$ cat config.mk
export PLATFORM = sky130hd
export DESIGN_NAME = wind_vane_circular_mean
export DESIGN_NICKNAME = d
export VERILOG_FILES = /design/src/sv/wvcm_pkg.sv /design/src/sv/wind_vane_circular_mean.sv /design/src/sv/wvcm_cordic.sv
export SDC_FILE = /design/constraint.sdc
export NUM_CORES = 1
export LEC_CHECK = 0
export BUFFER_PORTS_ARGS = -buffer_cell sky130_fd_sc_hd__buf_2
export CAP_MARGIN = 20
export CORE_UTILIZATION = 33
export CTS_CLUSTER_SIZE = 10
export DETAILED_ROUTE_END_ITERATION = 6
export GPL_TIMING_DRIVEN = 0
export REMOVE_ABC_BUFFERS = 1
export SLEW_MARGIN = 20
export SYNTH_ARGS = -nofsm -noshare
export SYNTH_HDL_FRONTEND = slang
export SYNTH_SLANG_ARGS = --single-unit
$ cat constraint.sdc
create_clock -name i_clk -period 26.1 [get_ports i_clk]
set_clock_uncertainty 0.05 [all_clocks]
set_input_delay 1.305 -clock i_clk [delete_from_list [all_inputs] [get_ports i_clk]]
set_output_delay 1.305 -clock i_clk [all_outputs]
set_load 0.05 [all_outputs]
$ cat src/sv/wvcm_pkg.sv
// Shared types, constants and the arctangent table for the wind vane circular mean.
`default_nettype none
package wvcm_pkg;

    // Field widths
    localparam int ANG_W  = 12;  // angle counts, 4096 per turn
    localparam int SUM_W  = 24;  // signed cosine / sine accumulators
    localparam int Q15_W  = 16;  // Q1.15 cosine / sine values
    localparam int MIN_W  = 6;   // min_valid_samples and samples_used

    // Shared CORDIC datapath
    localparam int DW     = 40;  // x / y width, holds the sums times 4096 with gain
    localparam int ZW     = 22;  // angle accumulator, 2^20 units per turn
    localparam int ITERS  = 18;
    localparam int ITER_W = $clog2(ITERS);

    localparam logic signed [DW-1:0] CORDIC_GAIN = DW'(64'sd652032874);
    localparam logic signed [ZW-1:0] HALF_TURN   = ZW'(22'sd524288);

    // Configuration register indexes
    localparam logic [1:0] CFG_REVERSE = 2'd0;
    localparam logic [1:0] CFG_NORTH   = 2'd1;
    localparam logic [1:0] CFG_MIN     = 2'd2;

    typedef struct packed {
        logic              load;  // take the start vector
        logic              run;   // perform one micro-rotation
        logic              vect;  // vectoring (atan2) rather than rotation
        logic [ITER_W-1:0] iter;  // step number, also the shift amount
    } t_cordic_ctl;

    // Arctangent of 2^-i in units of 2^20 per turn.
    function automatic logic signed [ZW-1:0] atan_units(input logic [ITER_W-1:0] i);
        logic signed [ZW-1:0] v;
        case (i)
            5'd0:    v = 22'sd131072;
            5'd1:    v = 22'sd77376;
            5'd2:    v = 22'sd40884;
            5'd3:    v = 22'sd20753;
            5'd4:    v = 22'sd10417;
            5'd5:    v = 22'sd5213;
            5'd6:    v = 22'sd2607;
            5'd7:    v = 22'sd1304;
            5'd8:    v = 22'sd652;
            5'd9:    v = 22'sd326;
            5'd10:   v = 22'sd163;
            5'd11:   v = 22'sd81;
            5'd12:   v = 22'sd41;
            5'd13:   v = 22'sd20;
            5'd14:   v = 22'sd10;
            5'd15:   v = 22'sd5;
            5'd16:   v = 22'sd3;
            5'd17:   v = 22'sd1;
            default: v = 22'sd0;
        endcase
        return v;
    endfunction

endpackage
`default_nettype wire

$ cat src/sv/wind_vane_circular_mean.sv
// Top level of the wind vane circular mean: sequencer, accumulators and ports.
//
// Channel  | Direction | Handshake                         | Payload
// ---------+-----------+-----------------------------------+---------------------------------
// s_axis   | in        | i_s_axis_tvalid / o_s_axis_tready | tdata raw_angle, tuser sample_ok,
//          |           |                                   | tlast last_sample
// m_axis   | out       | o_m_axis_tvalid / i_m_axis_tready | tdata direction, samples_used,
//          |           |                                   | tuser status
// cfg      | in        | i_cfg_valid / o_cfg_ready         | i_cfg_index, i_cfg_data
//
// A valid sample takes 18 rotation steps on the shared CORDIC; the accumulate state then
// adds its cosine and sine. A skipped sample not ending the burst leaves the sequencer
// idle. The last item of a burst adds a check state, then, unless too few samples were
// used or the sums are zero, 18 vectoring steps for the atan2 and a rounding state, and
// a state that hands the result to the output register. The output register lets the
// next burst start while a result waits; a further result waits in the sequencer until
// that register is free. Reset is synchronous and active low; it clears the sums, the
// count and the configuration registers (minimum sample count returns to 15).
`default_nettype none
module wind_vane_circular_mean
    import wvcm_pkg::*;
#(
    parameter int MAX_SAMPLES = 32
) (
    input  wire         i_clk,
    input  wire         i_rst_n,
    // Input samples
    input  wire         i_s_axis_tvalid,
    output logic        o_s_axis_tready,
    input  wire  [15:0] i_s_axis_tdata,   // [11:0] raw_angle, [15:12] zero
    input  wire         i_s_axis_tuser,   // [0] sample_ok
    input  wire         i_s_axis_tlast,   // last_sample
    // Results
    output logic        o_m_axis_tvalid,
    input  wire         i_m_axis_tready,
    output logic [23:0] o_m_axis_tdata,   // [11:0] direction, [17:12] samples_used, [23:18] zero
    output logic        o_m_axis_tuser,   // [0] status
    // Configuration writes
    input  wire         i_cfg_valid,
    output logic        o_cfg_ready,
    input  wire  [1:0]  i_cfg_index,
    input  wire  [11:0] i_cfg_data
);

    // The count must hold MAX_SAMPLES itself.
    localparam int CW    = $clog2(MAX_SAMPLES + 1);
    localparam int CMP_W = (CW > MIN_W) ? CW : MIN_W;

    localparam logic [2:0] S_IDLE  = 3'd0;
    localparam logic [2:0] S_ROT   = 3'd1;
    localparam logic [2:0] S_ACC   = 3'd2;
    localparam logic [2:0] S_CHECK = 3'd3;
    localparam logic [2:0] S_VEC   = 3'd4;
    localparam logic [2:0] S_DIRN  = 3'd5;
    localparam logic [2:0] S_OUT   = 3'd6;

    // Configuration
    logic              r_reverse;
    logic [ANG_W-1:0]  r_north;
    logic [MIN_W-1:0]  r_min_valid;

    // Sequencer and burst state
    logic [2:0]        r_state;
    logic [ITER_W-1:0] r_iter;
    logic [1:0]        r_quad;
    logic              r_last;
    logic signed [SUM_W-1:0] r_cos_sum, r_sin_sum;
    logic [CW-1:0]     r_count;

    // Pending result and the output register
    logic [ANG_W-1:0]  r_res_dir;
    logic              r_res_status;
    logic              r_out_valid;
    logic [ANG_W-1:0]  r_out_dir;
    logic              r_out_status;
    logic [MIN_W-1:0]  r_out_count;

    logic              w_accept;
    logic              w_take;
    logic              w_too_few;
    logic              w_zero_sums;
    logic              w_out_free;
    logic [ANG_W-1:0]  w_mirror, w_angle;
    logic [CMP_W-1:0]  w_count_ext, w_min_ext;
    logic signed [DW-1:0] w_cx, w_sy, w_vx, w_vy;
    logic signed [DW-1:0] w_x0, w_y0;
    logic signed [ZW-1:0] w_z0, w_vz, w_zr;
    logic signed [DW-1:0] w_cx_out, w_cy_out;
    logic signed [ZW-1:0] w_cz_out;
    logic signed [Q15_W-1:0] w_cq, w_sq, w_c, w_s;
    t_cordic_ctl       w_ctl;

    // Round half up to Q1.15 and clamp to the symmetric range.
    function automatic logic signed [Q15_W-1:0] to_q15(input logic signed [DW-1:0] v);
        logic signed [DW-1:0] t;
        logic signed [DW-1:0] r;
        logic signed [Q15_W-1:0] q;
        t = v + DW'(40'sd16384);
        r = t >>> 15;
        if (r > DW'(40'sd32767)) begin
            q = 16'sd32767;
        end else if (r < -DW'(40'sd32767)) begin
            q = -16'sd32767;
        end else begin
            q = r[Q15_W-1:0];
        end
        return q;
    endfunction

    assign o_cfg_ready     = 1'b1;
    assign o_s_axis_tready = (r_state == S_IDLE);
    assign w_accept        = i_s_axis_tvalid && o_s_axis_tready;
    // A sample enters the sums only if its read succeeded and the burst is not full.
    assign w_take          = i_s_axis_tuser && (r_count < CW'(MAX_SAMPLES));
    assign w_out_free      = !r_out_valid || i_m_axis_tready;

    // Mirror, then subtract the north offset; both wrap modulo one turn.
    assign w_mirror = r_reverse ? (ANG_W'(0) - i_s_axis_tdata[ANG_W-1:0])
                                : i_s_axis_tdata[ANG_W-1:0];
    assign w_angle  = w_mirror - r_north;

    assign w_count_ext = CMP_W'(r_count);
    assign w_min_ext   = CMP_W'(r_min_valid);
    assign w_too_few   = w_count_ext < w_min_ext;
    assign w_zero_sums = (r_cos_sum == '0) && (r_sin_sum == '0);

    // Vectoring start: sums scaled by 4096, left half plane turned by half a turn.
    assign w_cx = {{(DW-SUM_W-ANG_W){r_cos_sum[SUM_W-1]}}, r_cos_sum, {ANG_W{1'b0}}};
    assign w_sy = {{(DW-SUM_W-ANG_W){r_sin_sum[SUM_W-1]}}, r_sin_sum, {ANG_W{1'b0}}};
    assign w_vx = r_cos_sum[SUM_W-1] ? -w_cx : w_cx;
    assign w_vy = r_cos_sum[SUM_W-1] ? -w_sy : w_sy;
    assign w_vz = r_cos_sum[SUM_W-1] ? HALF_TURN : '0;

    // Rotation start: gain-compensated unit vector, angle within the quadrant.
    assign w_x0 = (r_state == S_IDLE) ? CORDIC_GAIN : w_vx;
    assign w_y0 = (r_state == S_IDLE) ? '0 : w_vy;
    assign w_z0 = (r_state == S_IDLE) ? ZW'({w_angle[9:0], 8'b0}) : w_vz;

    always_comb begin
        w_ctl.load = (w_accept && w_take)
                     || ((r_state == S_CHECK) && !w_too_few && !w_zero_sums);
        w_ctl.run  = (r_state == S_ROT) || (r_state == S_VEC);
        w_ctl.vect = (r_state == S_VEC);
        w_ctl.iter = r_iter;
    end

    wvcm_cordic u_cordic (
        .i_clk (i_clk),
        .i_ctl (w_ctl),
        .i_x0  (w_x0),
        .i_y0  (w_y0),
        .i_z0  (w_z0),
        .o_x   (w_cx_out),
        .o_y   (w_cy_out),
        .o_z   (w_cz_out)
    );

    // Quadrant mapping of the first-quadrant cosine and sine.
    assign w_cq = to_q15(w_cx_out);
    assign w_sq = to_q15(w_cy_out);
    always_comb begin
        case (r_quad)
            2'd0:    begin w_c = w_cq;  w_s = w_sq;  end
            2'd1:    begin w_c = -w_sq; w_s = w_cq;  end
            2'd2:    begin w_c = -w_cq; w_s = -w_sq; end
            default: begin w_c = w_sq;  w_s = -w_cq; end
        endcase
    end

    // Round the 2^20-per-turn angle to 4096 counts; the low twelve bits wrap it.
    assign w_zr = w_cz_out + ZW'(22'sd128);

    // Control state
    always_ff @(posedge i_clk) begin
        if (!i_rst_n) begin
            r_state     <= S_IDLE;
            r_iter      <= '0;
            r_cos_sum   <= '0;
            r_sin_sum   <= '0;
            r_count     <= '0;
            r_out_valid <= 1'b0;
            r_reverse   <= 1'b0;
            r_north     <= '0;
            r_min_valid <= MIN_W'(15);
        end else begin
            if (i_cfg_valid && o_cfg_ready) begin
                unique case (i_cfg_index)
                    CFG_REVERSE: r_reverse   <= i_cfg_data[0];
                    CFG_NORTH:   r_north     <= i_cfg_data[ANG_W-1:0];
                    CFG_MIN:     r_min_valid <= i_cfg_data[MIN_W-1:0];
                    default:     ;
                endcase
            end

            // A new result fills the output register as the old one leaves.
            if ((r_state == S_OUT) && w_out_free) begin
                r_out_valid <= 1'b1;
            end else if (i_m_axis_tready) begin
                r_out_valid <= 1'b0;
            end

            unique case (r_state)
                S_IDLE: begin
                    if (w_accept) begin
                        r_iter <= '0;
                        if (w_take) begin
                            r_state <= S_ROT;
                        end else if (i_s_axis_tlast) begin
                            r_state <= S_CHECK;
                        end
                    end
                end
                S_ROT: begin
                    r_iter <= r_iter + 1'b1;
                    if (r_iter == ITER_W'(ITERS - 1)) begin
                        r_state <= S_ACC;
                    end
                end
                S_ACC: begin
                    r_cos_sum <= r_cos_sum + SUM_W'(w_c);
                    r_sin_sum <= r_sin_sum + SUM_W'(w_s);
                    r_count   <= r_count + 1'b1;
                    r_iter    <= '0;
                    r_state   <= r_last ? S_CHECK : S_IDLE;
                end
                S_CHECK: begin
                    r_iter  <= '0;
                    r_state <= (w_too_few || w_zero_sums) ? S_OUT : S_VEC;
                end
                S_VEC: begin
                    r_iter <= r_iter + 1'b1;
                    if (r_iter == ITER_W'(ITERS - 1)) begin
                        r_state <= S_DIRN;
                    end
                end
                S_DIRN: begin
                    r_state <= S_OUT;
                end
                S_OUT: begin
                    if (w_out_free) begin
                        r_cos_sum   <= '0;
                        r_sin_sum   <= '0;
                        r_count     <= '0;
                        r_state     <= S_IDLE;
                    end
                end
                default: begin
                    r_state <= S_IDLE;
                end
            endcase
        end
    end

    // Payload registers
    always_ff @(posedge i_clk) begin
        if (w_accept) begin
            r_quad <= w_angle[ANG_W-1:ANG_W-2];
            r_last <= i_s_axis_tlast;
        end
        if (r_state == S_CHECK) begin
            r_res_dir    <= '0;
            r_res_status <= w_too_few;
        end
        if (r_state == S_DIRN) begin
            r_res_dir    <= w_zr[19:8];
        end
        if ((r_state == S_OUT) && w_out_free) begin
            r_out_dir    <= r_res_dir;
            r_out_status <= r_res_status;
            r_out_count  <= w_count_ext[MIN_W-1:0];
        end
    end

    assign o_m_axis_tvalid = r_out_valid;
    assign o_m_axis_tdata  = {6'b0, r_out_count, r_out_dir};
    assign o_m_axis_tuser  = r_out_status;

endmodule
`default_nettype wire

$ cat src/sv/wvcm_cordic.sv
// Shared CORDIC unit: one micro-rotation per cycle, rotation or vectoring mode.
`default_nettype none
module wvcm_cordic
    import wvcm_pkg::*;
(
    input  wire                        i_clk,
    input  wire t_cordic_ctl           i_ctl,
    input  wire logic signed [DW-1:0]  i_x0,
    input  wire logic signed [DW-1:0]  i_y0,
    input  wire logic signed [ZW-1:0]  i_z0,
    output logic signed [DW-1:0]       o_x,
    output logic signed [DW-1:0]       o_y,
    output logic signed [ZW-1:0]       o_z
);

    logic signed [DW-1:0] r_x, r_y;
    logic signed [ZW-1:0] r_z;
    logic signed [DW-1:0] w_dx, w_dy;
    logic signed [ZW-1:0] w_dz;
    logic                 w_ccw;

    assign w_dx = r_y >>> i_ctl.iter;
    assign w_dy = r_x >>> i_ctl.iter;
    assign w_dz = atan_units(i_ctl.iter);
    // Rotation drives z towards zero; vectoring drives y towards zero.
    assign w_ccw = i_ctl.vect ? r_y[DW-1] : ~r_z[ZW-1];

    always_ff @(posedge i_clk) begin
        if (i_ctl.load) begin
            r_x <= i_x0;
            r_y <= i_y0;
            r_z <= i_z0;
        end else if (i_ctl.run) begin
            if (w_ccw) begin
                r_x <= r_x - w_dx;
                r_y <= r_y + w_dy;
                r_z <= r_z - w_dz;
            end else begin
                r_x <= r_x + w_dx;
                r_y <= r_y - w_dy;
                r_z <= r_z + w_dz;
            end
        end
    end

    assign o_x = r_x;
    assign o_y = r_y;
    assign o_z = r_z;

endmodule
`default_nettype wire

==> results.ini <==
[global_route]
overflow = 0
antenna_found_initial = 0
grt_first_pass_wirelength_mm = 151
grt_usage = 0.209
grt_max_degree = 75
first_global_vias = 25900

[timing]
fin_ws_ns = 17.33
fmax_mhz = 114
relSlewSlack = 0.174
setup_violations = 0
final_max_slew_viol_count = 0
worstMarginPinSlew_ns = 1.24
hold_viol = 0
final.period_utilization = 0.336
tns_ns = 0
fin_crit_ns = 8.77
rsz0062_at_grt = false

[job]
cap_violations = 0

[synthesis]
ys_types = 115
synth_edf_count = 137
netlist_area_um2 = 29700
yosys_warnings = 0
synthCells = 3613
ys_async_sr_fraction = 0
synth_seq_area_share = 0.206
yosys-top-cells-area = edfxtp_1, ha_1, dfxtp_1, mux4_2, xnor2_1
yosysTopAreaCell = edfxtp_1
ys_seq_elements = 237
netlist.area_leader.share = 0.139
yosys_most_used_dff = edfxtp_1
avgSynthCellArea_um2 = 8.22

[clock_network]
cts.path.max_buffers = 3
clkLatencyLatePin_ns = 0.62
clk_pin_slew_ns = 0.06
cts_tree = yes
cts_buffers = 31
htreeDepth = 1
cts_hold_buf = 0
root_buffer = clkbuf_16
postCtsSetupRepairBufs = 0
cts.repair.resized = 0
cts.sinks = 237

[place]
place_ws_ns = 17.49
port_buffers = 53
gp_congestion = 0.946
dp_hpwl_mm = 73.7

[worst_setup_path]
cp-end-kind = register
r2r_cells = 26
worst-path-max-fanout = 12
path_class = reg2reg
regToRegSetupSlack_ns = 17.33
worstPathRequired_ns = 26.52
cp-start-kind = register
r2r_end = r_sin_sum[23]$_SDFFE_PN0P_
arrival_ns = 9.19
reg2reg_from = u_cordic.o_x[14]$_DFFE_PP_

[finish]
area_growth_pct = 8.01
multiInputGateArea_um2 = 22100
insertedDiodeCount = 0
fin_nets = 3727
final.fill_count = 9214
drive_gt1_frac = 0.0995
seqCellArea_um2 = 6140

[min_path]
min_to = r_out_dir[9]$_DFFE_PP_
min-delay-start = r_res_dir[9]$_SDFFCE_PN0P_
hold_path_class = reg2reg
holdPathStages = 0

[floorplan]
die_x_um = 302
fp.coreArea_um2 = 88800
pin_count = 65
dieArea_um2 = 91200
die_h_um = 302
rows = 109
start_util = 0.334

[routing]
vias = 27800
firstDrtPassIters = 6
routed_wl_mm = 98.1
drtIter0Drc = 2810
via_per_inst = 5.93
postRouteAntennaNets = 0
avgRoutedWirePerCell_um = 21.0
drc = 0

[run_status]
status = complete, no violations

[state kept, by name, indices dropped and copies added (netlist names), 2 cells and up]
register       cells
r_state            3
u_cordic.o_z      22
r_quad             2
r_min_valid        6
r_north           12
r_out_count        6
u_cordic.o_y      40
r_iter             5
r_sin_sum         24
r_count            6
r_out_dir         12
u_cordic.w_dz     18
r_cos_sum         24
u_cordic.o_x      40
r_res_dir         12
[metal layers]
layer | wire length [µm] | up-vias | global-route usage
met4 | 4220 | 0 | 0.0873
met2 | 44100 | 1144 | 0.336
met1 | 42200 | 13200 | 0.282
li1 | - | 13200 | -
met3 | 7690 | 220 | 0.0276
met5 | 0 | - | 0
[metrics by stage]
stage               std cells  hold WS (ns)   util  area [µm²]
CTS                      4684         0.369  0.361       32100
detailed placement       4627         0.355  0.350       31100
floorplan                3375         0.350      -       28500
finish                   4684         0.368  0.361       32100
global route             4684         0.371  0.361       32100
global placement         4593         0.355  0.341       30200
[logic make-up (layout without fill, tap and decap cells)]
logic type                 count (synthesis)  in the layout  synth area share
buffers and inverters                    360            261            0.0554
muxes                                    255            255             0.132
DFF                                      237            237             0.206
xor gates and xnor gates                 352            352             0.104
adders and majority gates                195            195            0.0837
AOI/OAI and AO/OA                       1039           1039             0.226
other                                      2              7          0.000253
and+or+nand+nor                         1173           1173             0.194
[final cells by class]
cell class	count	share of cell area
flip-flops and latches	237	0.191
repair buffers	87	0.0311
clock inverters	8	0.00273
clock buffers	49	0.0279
multi-input cells	3021	0.688
inverters	117	0.0137
well taps	1165	0.0454
[how the worst max path moves through the flow]
stage	depth (start not counted)	endpoint	startpoint
after floorplan	23	u_cordic.o_y[33]$_DFFE_PP_	r_iter[1]$_SDFFE_PN0N_
after global placement	2	u_cordic.o_y[11]$_SDFFCE_PN0P_	r_state[2]$_SDFFE_PN0P_
after detailed placement	27	r_sin_sum[23]$_SDFFE_PN0P_	u_cordic.o_y[15]$_DFFE_PP_
after CTS	27	r_sin_sum[23]$_SDFFE_PN0P_	u_cordic.o_y[15]$_DFFE_PP_
after global routing	26	r_sin_sum[23]$_SDFFE_PN0P_	u_cordic.o_x[14]$_DFFE_PP_
final	26	r_sin_sum[23]$_SDFFE_PN0P_	u_cordic.o_x[14]$_DFFE_PP_
[worst max-delay path, stage by stage (launching register included)]
cell and delay (ns):
edfxtp_1 0.81, ha_1 0.49, nand4_2 0.30, nor4_1 0.58, a32oi_1 0.24, a2111oi_4 0.44, nand3_1 0.19, a31oi_1 0.48
buf_2 0.32, o21ai_0 0.18, inv_1 0.09, ha_1 0.36, a21boi_0 0.46, nor2_1 0.11, a221o_1 0.32, nor3_1 0.33
ha_1 0.37, o21a_1 0.19, o21ai_0 0.18, o211ai_1 0.16, a311o_1 0.37, and2_1 0.20, nor4_1 0.43, o41ai_1 0.22
xor2_1 0.47, or3_1 0.18, a31oi_1 0.06
[cell usage after synthesis (24+ instances only)]
library cell  number
nor2_1           304
and2_1            41
nor3_1            81
buf_1             24
or3_1             37
o21ai_0          208
a21o_1            71
xnor2_1          185
a211oi_1          30
a21oi_1          301
o21a_1            28
and3_1            46
a31oi_1           53
nor4_1            25
nand3_1          109
o22ai_1           43
dfxtp_1          100
edfxtp_1         137
o31ai_1           39
inv_1            112
nor2b_1           40
nand2_1          321
mux4_2            80
buf_2             41
nand4_1           36
a22oi_1           33
nand2b_1          31
clkbuf_1         139
mux2_2            51
ha_1             189
xor2_1           167
mux2i_1          104
[placed cells by master (no fill, tap or decap), types with 81 or more instances in the layout]
master    instances
nand2_1         319
nor2_1          303
a21oi_1         301
o21ai_0         206
ha_1            189
xnor2_1         185
xor2_1          167
edfxtp_1        137
inv_1           109
nand3_1         107
mux2i_1         104
dfxtp_1          94
nor3_1           81
Power is not shown: default switching activity piles up to over one toggle a cycle in this logic, so the estimate is an artifact.
